**src/hdl/egd_pkg.sv**
```systemverilog
// Shared types and constants for the elevator group dispatcher.
// No dependencies; used by egd_ctrl, egd_datapath and the top level.
package egd_pkg;

	localparam int NUM_CARS_DEF   = 5;
	localparam int NUM_FLOORS_DEF = 20;

	localparam int CAR_W   = 3;
	localparam int FLOOR_W = 5;
	localparam int WGT_W   = 10;
	localparam int POP_W   = 5;
	localparam int PROD_W  = FLOOR_W + WGT_W;
	localparam int COST_W  = PROD_W + 2;
	localparam int IN_DATA_W  = 16;
	localparam int OUT_DATA_W = 24;

	localparam logic [CAR_W-1:0] NO_OWNER = 3'd7;

	localparam logic [WGT_W-1:0] DIST_W_RST   = 10'd10;
	localparam logic [WGT_W-1:0] BEHIND_RST   = 10'd100;
	localparam logic [WGT_W-1:0] OPPOSITE_RST = 10'd200;
	localparam logic [WGT_W-1:0] LOAD_W_RST   = 10'd30;

	typedef enum logic [1:0] {
		REG_DIST_W   = 2'd0,
		REG_BEHIND   = 2'd1,
		REG_OPPOSITE = 2'd2,
		REG_LOAD_W   = 2'd3
	} reg_idx_t;

	typedef enum logic [1:0] {
		OP_HALL_CALL   = 2'd0,
		OP_HALL_CANCEL = 2'd1,
		OP_CAR_CALL    = 2'd2,
		OP_TICK        = 2'd3
	} op_t;

	typedef enum logic [1:0] {
		HEAD_STOP = 2'd0,
		HEAD_UP   = 2'd1,
		HEAD_DOWN = 2'd2
	} head_t;

	typedef enum logic [1:0] {
		RS_DONE      = 2'd0,
		RS_ASSIGNED  = 2'd1,
		RS_NO_CANCEL = 2'd2,
		RS_INVALID   = 2'd3
	} rstat_t;

	typedef enum logic [3:0] {
		S_IDLE,
		S_DECODE,
		S_HALL,
		S_PK_A,
		S_PK_B,
		S_PK_C,
		S_ASSIGN,
		S_TRD,
		S_TSTEP,
		S_OUT
	} state_t;

	typedef struct packed {
		logic ld_req;
		logic cnt_clr;
		logic cnt_inc;
		logic rd_req_row;
		logic rd_tick_row;
		logic emit_invalid;
		logic do_car_call;
		logic do_hall;
		logic pk_a;
		logic pk_b;
		logic pk_c;
		logic do_assign;
		logic do_tick;
	} egd_cmd_t;

	typedef struct packed {
		op_t  op;
		logic req_invalid;
		logic owner_valid;
		logic cnt_last;
		logic out_done;
	} egd_sts_t;

endpackage

```
**src/hdl/elevator_group_dispatcher_top.sv**
```systemverilog
// Elevator group dispatcher: hall call cost dispatch and SCAN travel per tick.
// Hall call: decode, owner table read, then steps PK_A, PK_B, PK_C for each car in turn.
// Cancel or already owned call: decode and owner table read; car call, invalid request: decode.
// Tick: decode, then per car a hall row read and a step to the result register plus its transfer.
// One request at a time; async reset clears car state and owner valid bits.
module elevator_group_dispatcher_top #(
	parameter int NUM_CARS   = egd_pkg::NUM_CARS_DEF,
	parameter int NUM_FLOORS = egd_pkg::NUM_FLOORS_DEF
) (
	input  logic                              clk,
	input  logic                              arst_n,
	input  logic                              s_axis_tvalid,
	output logic                              s_axis_tready,
	// floor[4:0], hall_dir[5], car[8:6]
	input  logic [egd_pkg::IN_DATA_W-1:0]     s_axis_tdata,
	// op[1:0]
	input  logic [1:0]                        s_axis_tuser,
	output logic                              m_axis_tvalid,
	input  logic                              m_axis_tready,
	// car_index[2:0], car_floor[7:3], car_heading[9:8], status[11:10],
	// served_floor[16:12], up_call_cleared[17], down_call_cleared[18]
	output logic [egd_pkg::OUT_DATA_W-1:0]    m_axis_tdata,
	output logic                              m_axis_tlast,
	input  logic                              cfg_we,
	input  logic [1:0]                        cfg_addr,
	input  logic [egd_pkg::WGT_W-1:0]         cfg_wdata
);
	import egd_pkg::*;

	egd_cmd_t cmd;
	egd_sts_t sts;

	logic [CAR_W-1:0]   out_car;
	logic [FLOOR_W-1:0] out_floor, out_served;
	logic [1:0]         out_head, out_status;
	logic               out_upc, out_dnc;

	egd_ctrl u_ctrl (
		.clk      (clk),
		.arst_n   (arst_n),
		.in_valid (s_axis_tvalid),
		.in_ready (s_axis_tready),
		.sts      (sts),
		.cmd      (cmd)
	);

	egd_datapath #(
		.NUM_CARS   (NUM_CARS),
		.NUM_FLOORS (NUM_FLOORS)
	) u_dp (
		.clk        (clk),
		.arst_n     (arst_n),
		.cmd        (cmd),
		.sts        (sts),
		.in_op      (s_axis_tuser),
		.in_floor   (s_axis_tdata[4:0]),
		.in_dir     (s_axis_tdata[5]),
		.in_car     (s_axis_tdata[8:6]),
		.cfg_we     (cfg_we),
		.cfg_addr   (cfg_addr),
		.cfg_wdata  (cfg_wdata),
		.out_valid  (m_axis_tvalid),
		.out_ready  (m_axis_tready),
		.out_car    (out_car),
		.out_floor  (out_floor),
		.out_head   (out_head),
		.out_status (out_status),
		.out_served (out_served),
		.out_upc    (out_upc),
		.out_dnc    (out_dnc),
		.out_last   (m_axis_tlast)
	);

	assign m_axis_tdata = {5'd0, out_dnc, out_upc, out_served, out_status,
		out_head, out_floor, out_car};

endmodule

```
**src/hdl/egd_ctrl.sv**
```systemverilog
// Sequencer for the dispatcher: decodes a request and steps the datapath.
// Depends on egd_pkg.
module egd_ctrl (
	input  logic              clk,
	input  logic              arst_n,
	input  logic              in_valid,
	output logic              in_ready,
	input  egd_pkg::egd_sts_t sts,
	output egd_pkg::egd_cmd_t cmd
);
	import egd_pkg::*;

	state_t state_q, state_d;

	always_ff @(posedge clk or negedge arst_n) begin
		if (!arst_n) begin
			state_q <= S_IDLE;
		end else begin
			state_q <= state_d;
		end
	end

	always_comb begin
		state_d  = state_q;
		cmd      = '0;
		in_ready = 1'b0;
		case (state_q)
			S_IDLE: begin
				in_ready = 1'b1;
				if (in_valid) begin
					cmd.ld_req  = 1'b1;
					cmd.cnt_clr = 1'b1;
					state_d     = S_DECODE;
				end
			end
			S_DECODE: begin
				if (sts.op == OP_TICK) begin
					state_d = S_TRD;
				end else if (sts.req_invalid) begin
					cmd.emit_invalid = 1'b1;
					state_d          = S_OUT;
				end else if (sts.op == OP_CAR_CALL) begin
					cmd.do_car_call = 1'b1;
					state_d         = S_OUT;
				end else begin
					cmd.rd_req_row = 1'b1;
					state_d        = S_HALL;
				end
			end
			S_HALL: begin
				if (sts.op == OP_HALL_CALL && !sts.owner_valid) begin
					state_d = S_PK_A;
				end else begin
					cmd.do_hall = 1'b1;
					state_d     = S_OUT;
				end
			end
			S_PK_A: begin
				cmd.pk_a = 1'b1;
				state_d  = S_PK_B;
			end
			S_PK_B: begin
				cmd.pk_b = 1'b1;
				state_d  = S_PK_C;
			end
			S_PK_C: begin
				cmd.pk_c = 1'b1;
				if (sts.cnt_last) begin
					state_d = S_ASSIGN;
				end else begin
					cmd.cnt_inc = 1'b1;
					state_d     = S_PK_A;
				end
			end
			S_ASSIGN: begin
				cmd.do_assign = 1'b1;
				state_d       = S_OUT;
			end
			S_TRD: begin
				cmd.rd_tick_row = 1'b1;
				state_d         = S_TSTEP;
			end
			S_TSTEP: begin
				cmd.do_tick = 1'b1;
				state_d     = S_OUT;
			end
			S_OUT: begin
				if (sts.out_done) begin
					if (sts.op == OP_TICK && !sts.cnt_last) begin
						cmd.cnt_inc = 1'b1;
						state_d     = S_TRD;
					end else begin
						state_d = S_IDLE;
					end
				end
			end
			default: state_d = S_IDLE;
		endcase
	end

	a_one_emit: assert property (@(posedge clk) disable iff (!arst_n)
		$onehot0({cmd.emit_invalid, cmd.do_car_call, cmd.do_hall, cmd.do_assign, cmd.do_tick}))
		else $error("two result sources in one cycle");

	a_out_after_emit: assert property (@(posedge clk) disable iff (!arst_n)
		(cmd.do_tick || cmd.do_assign) |=> state_q == S_OUT)
		else $error("result issued without waiting for transfer");

endmodule

```
**src/hdl/egd_datapath.sv**
```systemverilog
// Car state, hall call owner table, cost unit and result register.
// Depends on egd_pkg; driven by egd_ctrl.
module egd_datapath #(
	parameter int NUM_CARS   = egd_pkg::NUM_CARS_DEF,
	parameter int NUM_FLOORS = egd_pkg::NUM_FLOORS_DEF
) (
	input  logic                          clk,
	input  logic                          arst_n,
	input  egd_pkg::egd_cmd_t             cmd,
	output egd_pkg::egd_sts_t             sts,
	input  logic [1:0]                    in_op,
	input  logic [egd_pkg::FLOOR_W-1:0]   in_floor,
	input  logic                          in_dir,
	input  logic [egd_pkg::CAR_W-1:0]     in_car,
	input  logic                          cfg_we,
	input  logic [1:0]                    cfg_addr,
	input  logic [egd_pkg::WGT_W-1:0]     cfg_wdata,
	output logic                          out_valid,
	input  logic                          out_ready,
	output logic [egd_pkg::CAR_W-1:0]     out_car,
	output logic [egd_pkg::FLOOR_W-1:0]   out_floor,
	output logic [1:0]                    out_head,
	output logic [1:0]                    out_status,
	output logic [egd_pkg::FLOOR_W-1:0]   out_served,
	output logic                          out_upc,
	output logic                          out_dnc,
	output logic                          out_last
);
	import egd_pkg::*;

	localparam int CIDX_W = (NUM_CARS > 1) ? $clog2(NUM_CARS) : 1;
	localparam int FIDX_W = $clog2(NUM_FLOORS);
	localparam logic [CIDX_W-1:0] LAST_CAR = CIDX_W'(NUM_CARS - 1);

	// configuration
	logic [WGT_W-1:0] dist_w_q, behind_q, opp_q, load_w_q;

	always_ff @(posedge clk or negedge arst_n) begin
		if (!arst_n) begin
			dist_w_q <= DIST_W_RST;
			behind_q <= BEHIND_RST;
			opp_q    <= OPPOSITE_RST;
			load_w_q <= LOAD_W_RST;
		end else if (cfg_we) begin
			case (reg_idx_t'(cfg_addr))
				REG_DIST_W:   dist_w_q <= cfg_wdata;
				REG_BEHIND:   behind_q <= cfg_wdata;
				REG_OPPOSITE: opp_q    <= cfg_wdata;
				REG_LOAD_W:   load_w_q <= cfg_wdata;
				default:      ;
			endcase
		end
	end

	// latched request
	op_t                req_op_q;
	logic [FLOOR_W-1:0] req_floor_q;
	logic               req_dir_q;
	logic [CAR_W-1:0]   req_car_q;

	always_ff @(posedge clk) begin
		if (cmd.ld_req) begin
			req_op_q    <= op_t'(in_op);
			req_floor_q <= in_floor;
			req_dir_q   <= in_dir;
			req_car_q   <= in_car;
		end
	end

	// car state
	logic [FLOOR_W-1:0]    pos_q  [NUM_CARS];
	head_t                 head_q [NUM_CARS];
	logic [NUM_FLOORS-1:0] tmap_q [NUM_CARS];
	logic [CIDX_W-1:0]     cnt_q, best_q;
	logic [COST_W-1:0]     best_cost_q;

	// hall owner table: one row per floor, {down owner, up owner}
	logic [2*CAR_W-1:0] hall_mem [NUM_FLOORS];
	logic [NUM_FLOORS-1:0] hall_vld_q;
	logic [2*CAR_W-1:0] rd_q;
	logic               rd_vld_q;
	logic [FIDX_W-1:0]  row_q;
	logic               rd_en, wr_en;
	logic [FIDX_W-1:0]  rd_addr;
	logic [2*CAR_W-1:0] wr_row;

	logic [FLOOR_W-1:0] req_idx, tick_idx;
	logic [FIDX_W-1:0]  req_row, tick_row;
	logic [CAR_W-1:0]   own_up, own_dn, slot_owner, cnt_ext;
	logic               owner_valid, floor_ok, req_invalid;

	assign req_idx  = req_floor_q - FLOOR_W'(1);
	assign req_row  = req_idx[FIDX_W-1:0];
	assign tick_idx = pos_q[cnt_q] - FLOOR_W'(1);
	assign tick_row = tick_idx[FIDX_W-1:0];
	assign rd_en    = cmd.rd_req_row || cmd.rd_tick_row;
	assign rd_addr  = cmd.rd_tick_row ? tick_row : req_row;

	always_ff @(posedge clk) begin
		if (rd_en) begin
			rd_q     <= hall_mem[rd_addr];
			rd_vld_q <= hall_vld_q[rd_addr];
			row_q    <= rd_addr;
		end
		if (wr_en) begin
			hall_mem[row_q] <= wr_row;
		end
	end

	always_ff @(posedge clk or negedge arst_n) begin
		if (!arst_n) begin
			hall_vld_q <= '0;
		end else if (wr_en) begin
			hall_vld_q[row_q] <= 1'b1;
		end
	end

	assign own_up      = rd_vld_q ? rd_q[CAR_W-1:0] : NO_OWNER;
	assign own_dn      = rd_vld_q ? rd_q[2*CAR_W-1:CAR_W] : NO_OWNER;
	assign slot_owner  = req_dir_q ? own_dn : own_up;
	assign owner_valid = {1'b0, slot_owner} < (CAR_W+1)'(NUM_CARS);
	assign cnt_ext     = CAR_W'(cnt_q);

	assign floor_ok = (req_floor_q != '0) && (req_floor_q <= FLOOR_W'(NUM_FLOORS));
	always_comb begin
		if (req_op_q == OP_CAR_CALL) begin
			req_invalid = !floor_ok || ({1'b0, req_car_q} >= (CAR_W+1)'(NUM_CARS));
		end else begin
			req_invalid = !floor_ok
				|| (!req_dir_q && req_floor_q == FLOOR_W'(NUM_FLOORS))
				|| (req_dir_q && req_floor_q == FLOOR_W'(1));
		end
	end

	// selected car and its next state
	logic [CIDX_W-1:0]     sel;
	logic [FLOOR_W-1:0]    p, p_tick;
	head_t                 h, h_add, h_dir, h_tick;
	logic [NUM_FLOORS-1:0] tm, f_bit, cur_bit, tm_tick, above, below;
	logic                  upc, dnc;

	always_comb begin
		sel = cnt_q;
		if (cmd.do_car_call) sel = req_car_q[CIDX_W-1:0];
		if (cmd.do_assign)   sel = best_q;
		if (cmd.do_hall)     sel = slot_owner[CIDX_W-1:0];
	end

	assign p     = pos_q[sel];
	assign h     = head_q[sel];
	assign tm    = tmap_q[sel];
	assign f_bit = NUM_FLOORS'(1) << req_idx;

	always_comb begin
		h_add = h;
		if (h == HEAD_STOP) begin
			if (req_floor_q > p)      h_add = HEAD_UP;
			else if (req_floor_q < p) h_add = HEAD_DOWN;
		end
	end

	assign cur_bit = NUM_FLOORS'(1) << (p - FLOOR_W'(1));
	assign tm_tick = tm & ~cur_bit;
	assign above   = tm_tick & ~((cur_bit << 1) - NUM_FLOORS'(1));
	assign below   = tm_tick & (cur_bit - NUM_FLOORS'(1));
	assign upc     = (p < FLOOR_W'(NUM_FLOORS)) && (own_up == cnt_ext);
	assign dnc     = (p > FLOOR_W'(1)) && (own_dn == cnt_ext);

	// SCAN: keep going while targets lie ahead, else turn; from rest go down if any target lies below, else up
	always_comb begin
		h_dir = h;
		if (tm_tick == '0) begin
			h_dir = HEAD_STOP;
		end else if ((h == HEAD_UP && above != '0) || (h == HEAD_DOWN && below != '0)) begin
			h_dir = h;
		end else if (h == HEAD_UP && below != '0) begin
			h_dir = HEAD_DOWN;
		end else if (h == HEAD_DOWN && above != '0) begin
			h_dir = HEAD_UP;
		end else if (h == HEAD_STOP) begin
			h_dir = (below != '0) ? HEAD_DOWN : HEAD_UP;
		end
		h_tick = h_dir;
		p_tick = p;
		if (h_dir == HEAD_UP) begin
			if (p < FLOOR_W'(NUM_FLOORS)) p_tick = p + FLOOR_W'(1);
			else                          h_tick = HEAD_STOP;
		end else if (h_dir == HEAD_DOWN) begin
			if (p > FLOOR_W'(1)) p_tick = p - FLOOR_W'(1);
			else                 h_tick = HEAD_STOP;
		end
	end

	// hall table write-back
	logic hall_cancel;
	assign hall_cancel = cmd.do_hall && req_op_q == OP_HALL_CANCEL && owner_valid;

	always_comb begin
		wr_en  = 1'b0;
		wr_row = {own_dn, own_up};
		if (cmd.do_assign) begin
			wr_en = 1'b1;
			if (req_dir_q) wr_row[2*CAR_W-1:CAR_W] = CAR_W'(best_q);
			else           wr_row[CAR_W-1:0]       = CAR_W'(best_q);
		end else if (hall_cancel) begin
			wr_en = 1'b1;
			if (req_dir_q) wr_row[2*CAR_W-1:CAR_W] = NO_OWNER;
			else           wr_row[CAR_W-1:0]       = NO_OWNER;
		end else if (cmd.do_tick) begin
			wr_en = 1'b1;
			if (upc) wr_row[CAR_W-1:0]       = NO_OWNER;
			if (dnc) wr_row[2*CAR_W-1:CAR_W] = NO_OWNER;
		end
	end

	always_ff @(posedge clk or negedge arst_n) begin
		if (!arst_n) begin
			for (int i = 0; i < NUM_CARS; i++) begin
				pos_q[i]  <= FLOOR_W'(1);
				head_q[i] <= HEAD_STOP;
				tmap_q[i] <= '0;
			end
		end else begin
			if (cmd.do_car_call || cmd.do_assign) begin
				tmap_q[sel] <= tm | f_bit;
				head_q[sel] <= h_add;
			end else if (hall_cancel) begin
				tmap_q[sel] <= tm & ~f_bit;
			end else if (cmd.do_tick) begin
				tmap_q[sel] <= tm_tick;
				head_q[sel] <= h_tick;
				pos_q[sel]  <= p_tick;
			end
		end
	end

	// cost unit: three steps per car
	logic [FLOOR_W-1:0] dist_s1;
	logic [POP_W-1:0]   pop_s1, pop_c;
	logic [WGT_W-1:0]   pen_s1, pen_c, pen_s2;
	logic [PROD_W-1:0]  prod_d_s2, prod_l_s2;
	logic [COST_W-1:0]  cost;
	head_t              want;

	assign want = req_dir_q ? HEAD_DOWN : HEAD_UP;

	always_comb begin
		pop_c = '0;
		for (int b = 0; b < NUM_FLOORS; b++) begin
			pop_c = pop_c + POP_W'(tm[b]);
		end
		pen_c = '0;
		if (h == HEAD_STOP) begin
			pen_c = '0;
		end else if (h == want) begin
			if ((want == HEAD_UP) ? (req_floor_q < p) : (req_floor_q > p)) pen_c = behind_q;
		end else begin
			pen_c = opp_q;
		end
	end

	assign cost = COST_W'(prod_d_s2) + COST_W'(prod_l_s2) + COST_W'(pen_s2);

	always_ff @(posedge clk) begin
		if (cmd.pk_a) begin
			dist_s1 <= (p > req_floor_q) ? p - req_floor_q : req_floor_q - p;
			pop_s1  <= pop_c;
			pen_s1  <= pen_c;
		end
		if (cmd.pk_b) begin
			prod_d_s2 <= PROD_W'(dist_s1 * dist_w_q);
			prod_l_s2 <= PROD_W'(pop_s1 * load_w_q);
			pen_s2    <= pen_s1;
		end
		if (cmd.pk_c && (cnt_q == '0 || cost < best_cost_q)) begin
			best_cost_q <= cost;
		end
	end

	always_ff @(posedge clk or negedge arst_n) begin
		if (!arst_n) begin
			cnt_q  <= '0;
			best_q <= '0;
		end else begin
			if (cmd.cnt_clr)      cnt_q <= '0;
			else if (cmd.cnt_inc) cnt_q <= cnt_q + CIDX_W'(1);
			if (cmd.pk_c && (cnt_q == '0 || cost < best_cost_q)) best_q <= cnt_q;
		end
	end

	// result register
	logic out_valid_q;
	logic emit;
	assign emit = cmd.emit_invalid || cmd.do_car_call || cmd.do_hall
		|| cmd.do_assign || cmd.do_tick;

	always_ff @(posedge clk or negedge arst_n) begin
		if (!arst_n) begin
			out_valid_q <= 1'b0;
		end else if (emit) begin
			out_valid_q <= 1'b1;
		end else if (out_ready) begin
			out_valid_q <= 1'b0;
		end
	end

	always_ff @(posedge clk) begin
		if (emit) begin
			out_car    <= CAR_W'(sel);
			out_floor  <= p;
			out_head   <= h;
			out_status <= RS_DONE;
			out_served <= '0;
			out_upc    <= 1'b0;
			out_dnc    <= 1'b0;
			out_last   <= 1'b1;
			if (cmd.emit_invalid) begin
				out_car    <= '0;
				out_floor  <= '0;
				out_head   <= HEAD_STOP;
				out_status <= RS_INVALID;
			end else if (cmd.do_car_call || cmd.do_assign) begin
				out_head <= h_add;
			end else if (cmd.do_hall) begin
				if (!owner_valid) begin
					out_car    <= '0;
					out_floor  <= '0;
					out_head   <= HEAD_STOP;
					out_status <= RS_NO_CANCEL;
				end else if (req_op_q == OP_HALL_CALL) begin
					out_status <= RS_ASSIGNED;
				end
			end else begin
				out_floor  <= p_tick;
				out_head   <= h_tick;
				out_served <= p;
				out_upc    <= upc;
				out_dnc    <= dnc;
				out_last   <= cnt_q == LAST_CAR;
			end
		end
	end

	assign out_valid = out_valid_q;

	assign sts.op          = req_op_q;
	assign sts.req_invalid = req_invalid;
	assign sts.owner_valid = owner_valid;
	assign sts.cnt_last    = cnt_q == LAST_CAR;
	assign sts.out_done    = out_valid_q && out_ready;

	a_emit_free: assert property (@(posedge clk) disable iff (!arst_n)
		emit |-> !out_valid_q)
		else $error("result register overwritten");

	a_cnt_range: assert property (@(posedge clk) disable iff (!arst_n)
		{1'b0, cnt_q} <= (CIDX_W+1)'(NUM_CARS - 1))
		else $error("car counter out of range");

	a_best_range: assert property (@(posedge clk) disable iff (!arst_n)
		cmd.pk_c |=> {1'b0, best_q} <= (CIDX_W+1)'(NUM_CARS - 1))
		else $error("picked car out of range");

endmodule

```
**config.mk**
```make
export PLATFORM = sky130hd
export DESIGN_NAME = elevator_group_dispatcher_top
export DESIGN_NICKNAME = d
export VERILOG_FILES = /design/src/hdl/egd_pkg.sv /design/src/hdl/elevator_group_dispatcher_top.sv /design/src/hdl/egd_ctrl.sv /design/src/hdl/egd_datapath.sv
export SDC_FILE = /design/constraint.sdc
export NUM_CORES = 1
export LEC_CHECK = 0
export CAP_MARGIN = 20
export CORE_ASPECT_RATIO = 0.75
export CORE_MARGIN = 1
export CORE_UTILIZATION = 55
export DETAILED_ROUTE_END_ITERATION = 10
export DONT_BUFFER_PORTS = 1
export GPL_TIMING_DRIVEN = 1
export PLACE_DENSITY = 0.75
export SETUP_SLACK_MARGIN = 0.05
export SYNTH_ARGS = -nofsm -noshare
export SYNTH_HDL_FRONTEND = slang
export SYNTH_SLANG_ARGS = --single-unit
```
**constraint.sdc**
```tcl
create_clock -name clk -period 13.7 [get_ports clk]
set_clock_uncertainty 0.15 [all_clocks]
set_input_delay 0.685 -clock clk [delete_from_list [all_inputs] [get_ports clk]]
set_output_delay 0.685 -clock clk [all_outputs]
set_load 0.005 [all_outputs]
```
==> impl.org <==
** Place
- Post-DP HPWL :: 51200 um
- Quantity of I/O buffers inserted on ports :: 0
- After detailed placement, the design holds a cell count of 3074.
- Final weighted congestion of routability-driven global placement :: 0.939
- Placed Instance Area :: 27100 um2

** Route
- The routed layout has between 15000 and 20000 vias.
- After detailed routing, the number of vias per cell comes to 6.31.
- The first detailed-routing pass ran for 6 iterations.
- The detail route stage leaves a number of antenna-violating nets equal to 0.
- After detailed routing, the number of remaining DRC violations is 0.
- The first routing iteration left 2278 violations.
- Total routed wirelength :: roughly 73000 um
- After detailed routing, the average wire length per cell comes to between 20 and 25 um.

** Critical path
- Worst Path Max Fanout :: 23
- In this run the register-to-register setup slack is 3.18 ns.
- Slowest CP cell :: a311oi_2
- Data arrival at the endpoint of the critical path :: 10.66 ns
- The setup path with the least slack is of type flip-flop to flip-flop.
- Worst setup EP type :: flip-flop
- Data on the critical path is required at its endpoint by 13.84 ns.
- Kind of launch point of the worst setup path :: flip-flop
- Maximum cell stage delay along the critical path :: 0.76 ns

** Timing
- Final setup violation count :: 0
- The number of hold violations in the final report was 0.
- Setup repair after global routing left no endpoint under its margin.
- In the final timing run, aggregate negative setup slack is 0 ns.
- For the finished layout, the period the worst path requires is 10.52 ns.
- The final max-slew violation count came to 136.
- Slew headroom :: -12.5%
- Tightest Pin Transition :: 1.69 ns
- Based on the critical path, the design can be clocked at up to 95.1 MHz.
- The worst path uses 76.8% of the clock period.

** Global route
- Global routing consumed, over all layers together, between 30% and 40% of the routing resources.
- Number of global-route vias before repair :: between 15000 and 20000
- After global routing the overflow that remains totals 0.
- Global-route wire length before repair :: 112000 um
- Largest net degree at the start of global routing :: 207
- The number of antenna violations at the first check in global routing is 7.

** Clocking
- CTS saw 446 sinks.
- CTS tree :: done
- In this run, CTS created clock tree buffers numbering between 40 and 50.
- Buffers inserted to repair hold after CTS numbered 1.
- CTS placed an instance of clkbuf_16 at the clock tree root.
- After clock tree synthesis, the clock-pin slew on the worst setup and hold paths is around 0.070 ns.
- CTS max path bufs :: 3
- CTS built an H-tree with a depth of 2.
- Post-CTS setup buffers :: 0
- For the worst-skew pair, the clock arrives at the later sink with an insertion delay of approximately 0.57 ns.
- Quantity of gates resized following cts :: 0

** Yosys
- A synthesized cell averages 10.5 um2.
- Yosys mapped the design onto between 100 and 150 distinct sky130hd cell types.
- Prevailing post-synth register cell :: edfxtp_1
- Number of enable-type register cells in the synthesized netlist :: 240
- Total of flip-flops plus latches after synthesis :: approximately 450
- Proportion of synthesized flip-flops having asynchronous set or reset :: 46.2%
- The cell area that synthesis handed to floorplanning was 26400 um2.
- Warnings from Yosys :: 0
- Summing the sequential cell areas from Yosys gives 46.9% of the chip area.
- Mapped Cells :: 2515

** Die
- The die is around 260 um wide.
- The initialized floorplan defines 69 standard-cell rows.
- The die covers 48900 um2.
- Number of primary I/O pins :: 62
- Initial standard-cell utilization of the core :: 55.7%
- The total area inside the core boundary comes to 47400 um2.
- Measured along the y axis, the die boundary spans 192 um.

** Hold path
- The path class of the tightest hold or removal check is input port to flip-flop.

** Final layout
- Final cell count without fillers :: 3164
- Across the whole layout, storage elements account for between 10000 and 15000 um2.
- The filler cells instantiated in the layout total 3764.
- Post-Layout Inst Area :: 28600 um2
- Multi-input gate area :: 13000 um2
- Ratio of cells with drive above 1 in the final layout :: 12.1%
- For this run, the post-layout net count is 2705.
- Area growth, synth to finish :: 8.21%

** Job
- The tool flagged a number of max-cap violations equal to 0.

** Status
- The final reports fail on slew limit.
- Outcome :: complete, but fails checks
[Yosys cell counts (all sizes together), types with 37 or more instances]
master / n / area [um2]
nand2: 311 / 1170
edfxtp: 240 / 7210
dfrtp: 189 / 4730
inv: 160 / 601
a21oi: 153 / 773
nor2: 141 / 539
o21ai: 133 / 666
ha: 120 / 1500
mux2: 114 / 1280
clkbuf: 91 / 342
and2: 86 / 541
nand3: 68 / 340
fa: 65 / 1300
xnor2: 52 / 455
mux2i: 44 / 440
a31oi: 38 / 250
a21o: 37 / 278
[registers in the layout (all words and copies together) (netlist names), 4 cells and up]
register	count
u_dp.pen_s2	10
u_ctrl.state_q	4
u_dp.dist_s1	5
u_dp.pos_q	25
u_dp.dist_w_q	10
u_dp.prod_l_s2	15
u_dp.req_floor_q	5
u_dp.opp_q	10
u_dp.hall_vld_q	20
u_dp.head_q	10
u_dp.pen_s1	10
u_dp.hall_mem	120
u_dp.rd_q	6
u_dp.pop_s1	5
u_dp.out_served	5
u_dp.tmap_q	100
u_dp.row_q	5
u_dp.prod_d_s2	15
u_dp.best_cost_q	17
u_dp.out_floor	5
u_dp.load_w_q	10
u_dp.behind_q	10
[layout by cell type (no fill, tap or decap), drive strengths merged, types with 11 or more instances in the layout]
| cell | n |
|---|---|
| nor3 | 31 |
| clkbuf | 63 |
| a32oi | 19 |
| nor2 | 141 |
| a21oi | 153 |
| o21bai | 32 |
| nor2b | 16 |
| mux2 | 114 |
| buf | 39 |
| a311oi | 17 |
| clkinv | 11 |
| o21a | 13 |
| nand4 | 15 |
| dfrtp | 189 |
| nand2 | 311 |
| o211ai | 22 |
| o22ai | 18 |
| nand3 | 68 |
| and3 | 13 |
| a21o | 37 |
| ha | 120 |
| fa | 65 |
| a211oi | 36 |
| xnor2 | 52 |
| dfstp | 17 |
| inv | 161 |
| o21ai | 133 |
| or2 | 24 |
| and2 | 86 |
| nand2b | 12 |
| a31oi | 38 |
| xor2 | 19 |
| mux2i | 44 |
| edfxtp | 240 |
[layout make-up]
cell class,instances,area share (%)
Sequential cell,446,43.3
Clock buffer,62,4.30
Multi-Input combinational cell,1791,45.5
Inverter,161,2.11
Timing Repair Buffer,41,1.25
Clock inverter,18,0.674
Antenna cell,6,0.0525
Tap cell,639,2.80
[per-stage QoR]
step           setup slack [ns]  hold slack, ns  utilization, %
2_1_floorplan              5.95           0.239               -
3_3_place_gp               3.76           0.255            57.1
3_5_place_dp               3.56           0.246            57.1
4_1_cts                    3.50          0.0319            60.1
5_1_grt                    2.62          0.0381            60.3
6_report                   3.18          0.0588            60.3
[critical path, delay by kind of cell (launching register included)]
family / cells / cell delay, ns
flops: 1 / 0.51
simple gates: 8 / 1.89
compound gates: 12 / 4.59
fa+ha+maj: 3 / 1.24
mux: 1 / 0.48
buf+inv: 6 / 1.35
[cell families after synthesis]
kind of cell | count (synthesis) | synth area share, %
xor+xnor | 71 | 2.35
flops | 446 | 46.9
buf+inv | 282 | 4.23
compound gates | 607 | 15.2
mux | 163 | 6.96
fa+ha+maj | 185 | 10.6
simple gates | 760 | 13.7
other cells | 1 | 0.0142
[final timing paths]
kind | depth (start not counted) | start | to
max | 30 | u_dp.req_floor_q[1] | u_dp.out_floor[3]
min | 0 | s_axis_tdata[1] | u_dp.req_floor_q[1]
max reg2reg | 30 | u_dp.req_floor_q[1] | u_dp.out_floor[3]
min reg2reg | 0 | u_dp.pen_s1[7] | u_dp.pen_s2[7]
max in group asynchronous | 2 | arst_n | u_dp.tmap_q[58]
min in group asynchronous | 2 | arst_n | u_dp.load_w_q[6]
[metal layers]
metal | up-vias | global-route usage [%] | share of wire, %
met3 | 134 | 6.27 | 10
met1 | 9851 | 43.5 | 43
met2 | 998 | 45.0 | 44
met5 | - | 0 | 0.022
met4 | 2 | 9.77 | 2.8
li1 | 8985 | - | -
Power is left out: the tool's default activity adds up to more than one toggle a clock period on the data nets, which glitch-free logic cannot reach.
